==> config.mk <==
export PLATFORM = sky130hd
export DESIGN_NAME = trial_division_prime_counter
export DESIGN_NICKNAME = d
export VERILOG_FILES = /design/src/rtl/core/tdpc_pkg.sv /design/src/rtl/core/tdpc_div_unit.sv /design/src/rtl/core/trial_division_prime_counter.sv
export SDC_FILE = /design/constraint.sdc
export NUM_CORES = 1
export LEC_CHECK = 0
export ABC_AREA = 1
export BUFFER_PORTS_ARGS = -buffer_cell sky130_fd_sc_hd__clkbuf_2
export CAP_MARGIN = 40
export CORE_MARGIN = 2
export CORE_UTILIZATION = 60
export CTS_CLUSTER_SIZE = 30
export DETAILED_ROUTE_END_ITERATION = 6
export GPL_ROUTABILITY_DRIVEN = 1
export PLACE_DENSITY_LB_ADDON = 0.3
export SYNTH_ARGS = -nofsm -noshare
export SYNTH_HDL_FRONTEND = slang
export SYNTH_SLANG_ARGS = --single-unit
==> constraint.sdc <==
create_clock -name clk -period 12 [get_ports clk]
set_input_delay 2.4 -clock clk [delete_from_list [all_inputs] [get_ports clk]]
set_output_delay 2.4 -clock clk [all_outputs]
set_load 0.005 [all_outputs]
==> src/rtl/core/tdpc_pkg.sv <==
// Shared types, constants and the divisor inverse table for the trial-division
// prime counter. No dependencies.

package tdpc_pkg;

    localparam int FIELD_BITS     = 16;  // width of value and tested_value
    localparam int COUNT_BITS     = 32;  // width of prime_count
    localparam int VALUE_BITS_DEF = 16;
    localparam int FIRST_DIV      = 3;

    // Largest divisor tried is 255 (255*255 < 2**16 <= 257*257), so the
    // divisor fits in 8 bits; the stepping register needs one more for 257.
    localparam int DVS_BITS  = 8;
    localparam int DIV_BITS  = DVS_BITS + 1;
    localparam int SQ_BITS   = 2 * DIV_BITS - 1;
    localparam int IDX_BITS  = DVS_BITS - 1;
    localparam int INV_DEPTH = 1 << IDX_BITS;
    localparam int PROD_BITS = FIELD_BITS + DVS_BITS;

    typedef enum logic [1:0] {
        ST_IDLE,
        ST_CHECK,
        ST_DRAIN,
        ST_DONE
    } state_t;

    // Divisor issued to the divisibility unit
    typedef struct packed {
        logic                valid;
        logic [DVS_BITS-1:0] divisor;
    } issue_t;

    // Verdict returned by the divisibility unit
    typedef struct packed {
        logic valid;
        logic hit;   // divisor divides the number
    } res_t;

    typedef logic [FIELD_BITS-1:0] inv_tab_t [INV_DEPTH];

    // Inverse of each odd d modulo 2**FIELD_BITS, indexed by d >> 1.
    // Newton steps: x = d is exact to 3 bits, each step doubles that.
    function automatic inv_tab_t build_inv_tab();
        inv_tab_t              t;
        logic [FIELD_BITS-1:0] d;
        logic [FIELD_BITS-1:0] x;
        for (int i = 0; i < INV_DEPTH; i++)
        begin
            d = FIELD_BITS'(2 * i + 1);
            x = d;
            for (int k = 0; k < 4; k++)
            begin
                x = FIELD_BITS'(x * FIELD_BITS'(FIELD_BITS'(2) - FIELD_BITS'(d * x)));
            end
            t[i] = x;
        end
        return t;
    endfunction

    localparam inv_tab_t INV_TAB = build_inv_tab();

endpackage

==> src/rtl/core/tdpc_div_unit.sv <==
// Pipelined divisibility check: n * inv(d) mod 2**16 gives q, then q * d == n
// holds exactly when d divides n. Two register stages. Uses tdpc_pkg.

module tdpc_div_unit
(
    input  logic                             clk,
    input  logic                             rst_n,
    input  logic                             flush,
    input  tdpc_pkg::issue_t                 issue,
    input  logic [tdpc_pkg::FIELD_BITS-1:0]  n,
    output tdpc_pkg::res_t                   res,
    output logic                             busy
);

    logic                            v1_reg;
    logic                            v1_next;
    logic [tdpc_pkg::FIELD_BITS-1:0] q_reg;
    logic [tdpc_pkg::FIELD_BITS-1:0] q_next;
    logic [tdpc_pkg::DVS_BITS-1:0]   d_reg;
    logic                            v2_reg;
    logic                            v2_next;
    logic                            hit_reg;
    logic                            hit_next;
    logic [tdpc_pkg::PROD_BITS-1:0]  back_prod;

    always_comb
    begin
        v1_next  = issue.valid && !flush;
        q_next   = tdpc_pkg::FIELD_BITS'(n *
                   tdpc_pkg::INV_TAB[issue.divisor[tdpc_pkg::DVS_BITS-1:1]]);
        back_prod = tdpc_pkg::PROD_BITS'(q_reg) * tdpc_pkg::PROD_BITS'(d_reg);
        v2_next  = v1_reg && !flush;
        hit_next = (back_prod == tdpc_pkg::PROD_BITS'(n));
    end

    always_ff @(posedge clk or negedge rst_n)
    begin
        if (!rst_n)
        begin
            v1_reg <= 1'b0;
            v2_reg <= 1'b0;
        end
        else
        begin
            v1_reg <= v1_next;
            v2_reg <= v2_next;
        end
    end

    always_ff @(posedge clk)
    begin
        q_reg   <= q_next;
        d_reg   <= issue.divisor;
        hit_reg <= hit_next;
    end

    assign res.valid = v2_reg;
    assign res.hit   = hit_reg;
    assign busy      = v1_reg || v2_reg;

endmodule

==> src/rtl/core/trial_division_prime_counter.sv <==
// Top level of the trial-division prime counter: sequencer, divisor stepping,
// output register and saturating prime count. Uses tdpc_pkg, tdpc_div_unit.

// Each item carries a number; the block masks it to VALUE_BITS bits, tests it
// by trial division with odd divisors 3, 5, 7 ... while d*d <= n, and returns
// one result: the verdict, the number and the running count of primes
// (saturating at all ones). Values 0, 1, 2 and even numbers go straight to
// the done state without a divisor. An odd number issues one divisor per
// cycle into a two-stage multiply-and-compare divisibility unit; a 16-bit
// prime needs 127 divisors. A composite stops at its first factor. in_ready
// is low while a number is under test; a finished result sits in the output
// register and the next item may be accepted while it waits.

module trial_division_prime_counter
#(
    parameter int VALUE_BITS = tdpc_pkg::VALUE_BITS_DEF
)
(
    input  logic                             clk,
    input  logic                             rst_n,
    input  logic                             in_valid,
    output logic                             in_ready,
    input  logic [tdpc_pkg::FIELD_BITS-1:0]  value,
    output logic                             out_valid,
    input  logic                             out_ready,
    output logic                             is_prime,
    output logic [tdpc_pkg::FIELD_BITS-1:0]  tested_value,
    output logic [tdpc_pkg::COUNT_BITS-1:0]  prime_count
);

    localparam int FB = tdpc_pkg::FIELD_BITS;
    localparam int CB = tdpc_pkg::COUNT_BITS;
    localparam int DB = tdpc_pkg::DIV_BITS;
    localparam int SB = tdpc_pkg::SQ_BITS;
    localparam int NB = (VALUE_BITS < FB) ? VALUE_BITS : FB;
    localparam logic [FB-1:0] VMASK = FB'((64'd1 << NB) - 64'd1);

    tdpc_pkg::state_t state_reg;
    tdpc_pkg::state_t state_next;

    logic [FB-1:0] n_reg;
    logic [FB-1:0] n_next;
    logic [DB-1:0] d_reg;
    logic [DB-1:0] d_next;
    logic [SB-1:0] sq_reg;
    logic [SB-1:0] sq_next;
    logic          prime_reg;
    logic          prime_next;

    logic          out_valid_reg;
    logic          out_valid_next;
    logic          out_prime_reg;
    logic          out_prime_next;
    logic [FB-1:0] out_value_reg;
    logic [FB-1:0] out_value_next;
    logic [CB-1:0] count_reg;
    logic [CB-1:0] count_next;

    logic [FB-1:0]    n_in;
    logic             flush;
    logic             busy;
    tdpc_pkg::issue_t issue;
    tdpc_pkg::res_t   res;

    tdpc_div_unit u_div
    (
        .clk   (clk),
        .rst_n (rst_n),
        .flush (flush),
        .issue (issue),
        .n     (n_reg),
        .res   (res),
        .busy  (busy)
    );

    always_comb
    begin
        state_next     = state_reg;
        n_next         = n_reg;
        d_next         = d_reg;
        sq_next        = sq_reg;
        prime_next     = prime_reg;
        out_valid_next = out_valid_reg;
        out_prime_next = out_prime_reg;
        out_value_next = out_value_reg;
        count_next     = count_reg;
        issue.valid    = 1'b0;
        issue.divisor  = d_reg[tdpc_pkg::DVS_BITS-1:0];
        flush          = 1'b0;
        in_ready       = 1'b0;
        n_in           = value & VMASK;

        if (out_valid_reg && out_ready)
        begin
            out_valid_next = 1'b0;
        end

        case (state_reg)
            tdpc_pkg::ST_IDLE:
            begin
                in_ready = 1'b1;
                flush    = 1'b1;
                if (in_valid)
                begin
                    n_next  = n_in;
                    d_next  = DB'(tdpc_pkg::FIRST_DIV);
                    sq_next = SB'(tdpc_pkg::FIRST_DIV * tdpc_pkg::FIRST_DIV);
                    if (n_in == FB'(2))
                    begin
                        prime_next = 1'b1;
                        state_next = tdpc_pkg::ST_DONE;
                    end
                    else if (n_in <= FB'(1) || !n_in[0])
                    begin
                        prime_next = 1'b0;
                        state_next = tdpc_pkg::ST_DONE;
                    end
                    else
                    begin
                        state_next = tdpc_pkg::ST_CHECK;
                    end
                end
            end
            tdpc_pkg::ST_CHECK:
            begin
                if (res.valid && res.hit)
                begin
                    prime_next = 1'b0;
                    state_next = tdpc_pkg::ST_DONE;
                end
                else if (sq_reg <= SB'(n_reg))
                begin
                    issue.valid = 1'b1;
                    d_next      = d_reg + DB'(2);
                    // (d+2)^2 = d^2 + 4d + 4
                    sq_next     = sq_reg + SB'({d_reg, 2'b00}) + SB'(4);
                end
                else
                begin
                    state_next = tdpc_pkg::ST_DRAIN;
                end
            end
            tdpc_pkg::ST_DRAIN:
            begin
                if (res.valid && res.hit)
                begin
                    prime_next = 1'b0;
                    state_next = tdpc_pkg::ST_DONE;
                end
                else if (!busy)
                begin
                    prime_next = 1'b1;
                    state_next = tdpc_pkg::ST_DONE;
                end
            end
            tdpc_pkg::ST_DONE:
            begin
                flush = 1'b1;
                if (!out_valid_reg || out_ready)
                begin
                    out_valid_next = 1'b1;
                    out_prime_next = prime_reg;
                    out_value_next = n_reg;
                    if (prime_reg && (count_reg != {CB{1'b1}}))
                    begin
                        count_next = count_reg + CB'(1);
                    end
                    state_next = tdpc_pkg::ST_IDLE;
                end
            end
            default:
            begin
                state_next = tdpc_pkg::ST_IDLE;
            end
        endcase
    end

    always_ff @(posedge clk or negedge rst_n)
    begin
        if (!rst_n)
        begin
            state_reg     <= tdpc_pkg::ST_IDLE;
            out_valid_reg <= 1'b0;
            count_reg     <= '0;
        end
        else
        begin
            state_reg     <= state_next;
            out_valid_reg <= out_valid_next;
            count_reg     <= count_next;
        end
    end

    always_ff @(posedge clk)
    begin
        n_reg         <= n_next;
        d_reg         <= d_next;
        sq_reg        <= sq_next;
        prime_reg     <= prime_next;
        out_prime_reg <= out_prime_next;
        out_value_reg <= out_value_next;
    end

    assign out_valid    = out_valid_reg;
    assign is_prime     = out_prime_reg;
    assign tested_value = out_value_reg;
    assign prime_count  = count_reg;

endmodule

==> key figures <==
Worst setup path
  – Worst path slowest cell: fa_1
  – CP max FO: 28
  – CP Capture Type: register
  – R2r setup slk: 4.69 ns
  – CP arrival: 7.63 ns
  – Worst Setup Start Kind: register
  – Crit Path Class: reg2reg
  – Critical Path Most Common Cell: inv_1
  – Critical path's largest stage delay: 0.54 ns
  – Register-to-Register Path Depth: 32
  – Critical Path RT: 12.31 ns
  – FF-to-FF End: u_div.q_reg[15]$_DFF_P_
  – Reg2reg start: d_reg[1]$_SDFFCE_PN1P_

Worst hold path
  – Hold EP: u_div.v2_reg$_DFF_PN0_
  – Worst min path class: reg2reg
  – Min-delay src: u_div.v1_reg$_DFF_PN0_
  – Hold Path Cell Cnt: 2

Flow run
  – Max-capacitance violation count: 0

Layout
  – Layout fillers: 2159
  – Share of cells above drive strength 1: 9.03%
  – Most frequent cells in the layout: nand2_1, inv_1, fa_1, ha_1, nor2_1
  – Nets: 2329
  – Area Overhead vs Synth: 7.42%
  – Commonest non-fill, non-tap cell in the layout: nand2_1
  – Ant. Diodes: 0
  – Max reg flops: 32
  – Final std cells w/o fill: 2345

Clock network
  – Setup Buffers After CTS: 0
  – Root Buffer: clkbuf_16
  – Bufs on Longest Clock Path: 2
  – Clk sinks: 117
  – # H-tree levels: 4
  – CTS Buf Count: 17
  – CTS resizes: 0
  – Post-CTS Hold Fix Bufs: 0
  – CTS tree: done
  – Worst-Skew Late Latency: 0.44 ns
  – Clk slew on worst S/H paths: 0.07 ns

GRT
  – Initial antenna violation count: 0
  – Vias in the first global route: 13642
  – Gr usage total: 34.5%
  – Largest net degree at the start of global routing: 37
  – Gr ovfl total: 0
  – First-pass GRT wire length: 71200 um

Timing
  – Least-Margin Pin Slew: 0.835 ns
  – Pins Over Slew Limit: 0
  – Relative slew slack: 44.2%
  – Final TNS setup: 0 ns
  – Final setup violation count: 0
  – Crit share post-route: 61.0%
  – Max Clk Rate: 137 MHz
  – Final min period: 7.31 ns
  – Setup Skew: 0.0211 ns
  – Fin. Hold Viols: 0
  – RSZ-0062 raised after global routing: false

Yosys
  – Syn Area/Cell: 7.77 um2
  – Synthesized instance count: 1964
  – Largest cells by area after synthesis: fa_1, nand2_1, ha_1
  – Yosys top cell area share: 21.7%
  – Part of the Yosys area used for sequential elements: 20.2%
  – Yosys warns: 0
  – Yosys cell types: 57
  – Mapped Area: 15300 um2
  – FF+latch count, synth: 117
  – Post-synth top area cell: fa_1
  – Synth Net Count: 2291

Routing
  – Via count: 13532
  – DRC Markers: 0
  – TritonRoute pass-1 iters: 5
  – Per-cell routed wire length: 19.0 um
  – DRT iter0 DRCs: 1384
  – Via/cell ratio: 5.77
  – WL final: 44500 um
  – ANT nets after route: 0

Placed design
  – Placer Congestion: 0.970
  – Placed cells: 2313
  – HPWL Detailed: 34400 um
  – Port Buf Inserts: 70

Floorplanning
  – Core ar.: 25000 um2
  – Die area: 26700 um2
  – I/O pin cnt: 71
  – Die H: 163 um
  – Die W: 163 um
  – Num rows: 58
  – Initial Util: 60.9%

Outcome
  – Status: complete, no violations
-- cell type report --
type / count / area (um2) / area share [%]
multi-input combinational: 1389 / 10400 / 63.2
sequential: 117 / 3090 / 18.8
inverter: 395 / 1490 / 9.09
timing repair buffer: 82 / 478 / 2.92
clock buffer: 18 / 429 / 2.62
tap: 330 / 413 / 2.52
clock inverter: 14 / 130 / 0.794
-- metal layers --
| layer | part of all wire [%] | wire (um) | GRT usage [%] |
|---|---|---|---|
| met1 | 38 | 17000 | 42.2 |
| met2 | 49 | 21800 | 59.7 |
| met3 | 7.2 | 3220 | 5.08 |
| met4 | 5.4 | 2400 | 16.9 |
| met5 | 0 | 0 | 0 |
-- critical path: cells and delay by family, from the launching register on --
| family | cells | cell delay, ns |
|---|---|---|
| AO/OA/AOI/OAI | 7 | 1.15 |
| AND/OR/NAND/NOR | 9 | 0.93 |
| buffers and inverters | 8 | 1.12 |
| adder cells (fa/ha/maj) | 8 | 3.67 |
| flip-flops | 1 | 0.33 |
-- Yosys cell counts (all sizes together) --
cell     number
a31oi         3
clkinv        4
fa          165
o22ai         2
o21ai        62
or2           1
o41ai         1
ha          142
dfxtp        24
a21oi        85
dfrtp        37
nor2        137
edfxtp       56
nand3       107
a32oi         1
nand4        21
nor4         10
and3          1
o2111ai       4
nor3b         2
o221ai        2
o21bai        3
xor2         56
o31ai         3
a2111oi       1
clkbuf       41
o21a          7
a211oi        1
inv         391
nand3b        6
a22oi         2
o211ai       12
buf          22
a21o          4
and2          1
nand2       504
a21boi        1
nor3         17
xnor2        25
-- how the worst max path moves through the flow --
stage / start / end / cells past startpoint
floorplan: d_reg[2]$_SDFFCE_PN0P_ / u_div.q_reg[15]$_DFF_P_ / 34
finish: d_reg[1]$_SDFFCE_PN1P_ / u_div.q_reg[15]$_DFF_P_ / 32
CTS: d_reg[1]$_SDFFCE_PN1P_ / u_div.q_reg[15]$_DFF_P_ / 32
global route: d_reg[1]$_SDFFCE_PN1P_ / u_div.q_reg[15]$_DFF_P_ / 32
global placement: d_reg[4]$_SDFFCE_PN0P_ / u_div.q_reg[15]$_DFF_P_ / 32
detailed placement: d_reg[4]$_SDFFCE_PN0P_ / u_div.q_reg[15]$_DFF_P_ / 32
-- through the flow --
| step | worst slack (ns) | hold WS, ns | instance area [um2] | util [%] |
|---|---|---|---|---|
| 2_1_floorplan | 5.54 | 0.363 | 15300 | - |
| 3_3_place_gp | 4.91 | 0.448 | 15800 | 63.0 |
| 3_5_place_dp | 4.79 | 0.447 | 15800 | 63.2 |
| 4_1_cts | 4.77 | 0.470 | 16400 | 65.5 |
| 5_1_grt | 4.32 | 0.502 | 16400 | 65.5 |
| 6_report | 4.69 | 0.466 | 16400 | 65.5 |
-- logic make-up (layout without fill, tap and decap cells) --
group / Yosys count / count (layout) / synth area share, %
and+or+nand+nor: 807 / 807 / 22.6
buffers and inverters: 458 / 509 / 11.9
adders and majority gates: 307 / 307 / 33.3
AOI/OAI and AO/OA: 194 / 194 / 7.35
DFF: 117 / 117 / 20.2
xor gates and xnor gates: 81 / 81 / 4.65
Power is not shown: default switching activity piles up to over one toggle a cycle in this logic, so the estimate is an artifact.
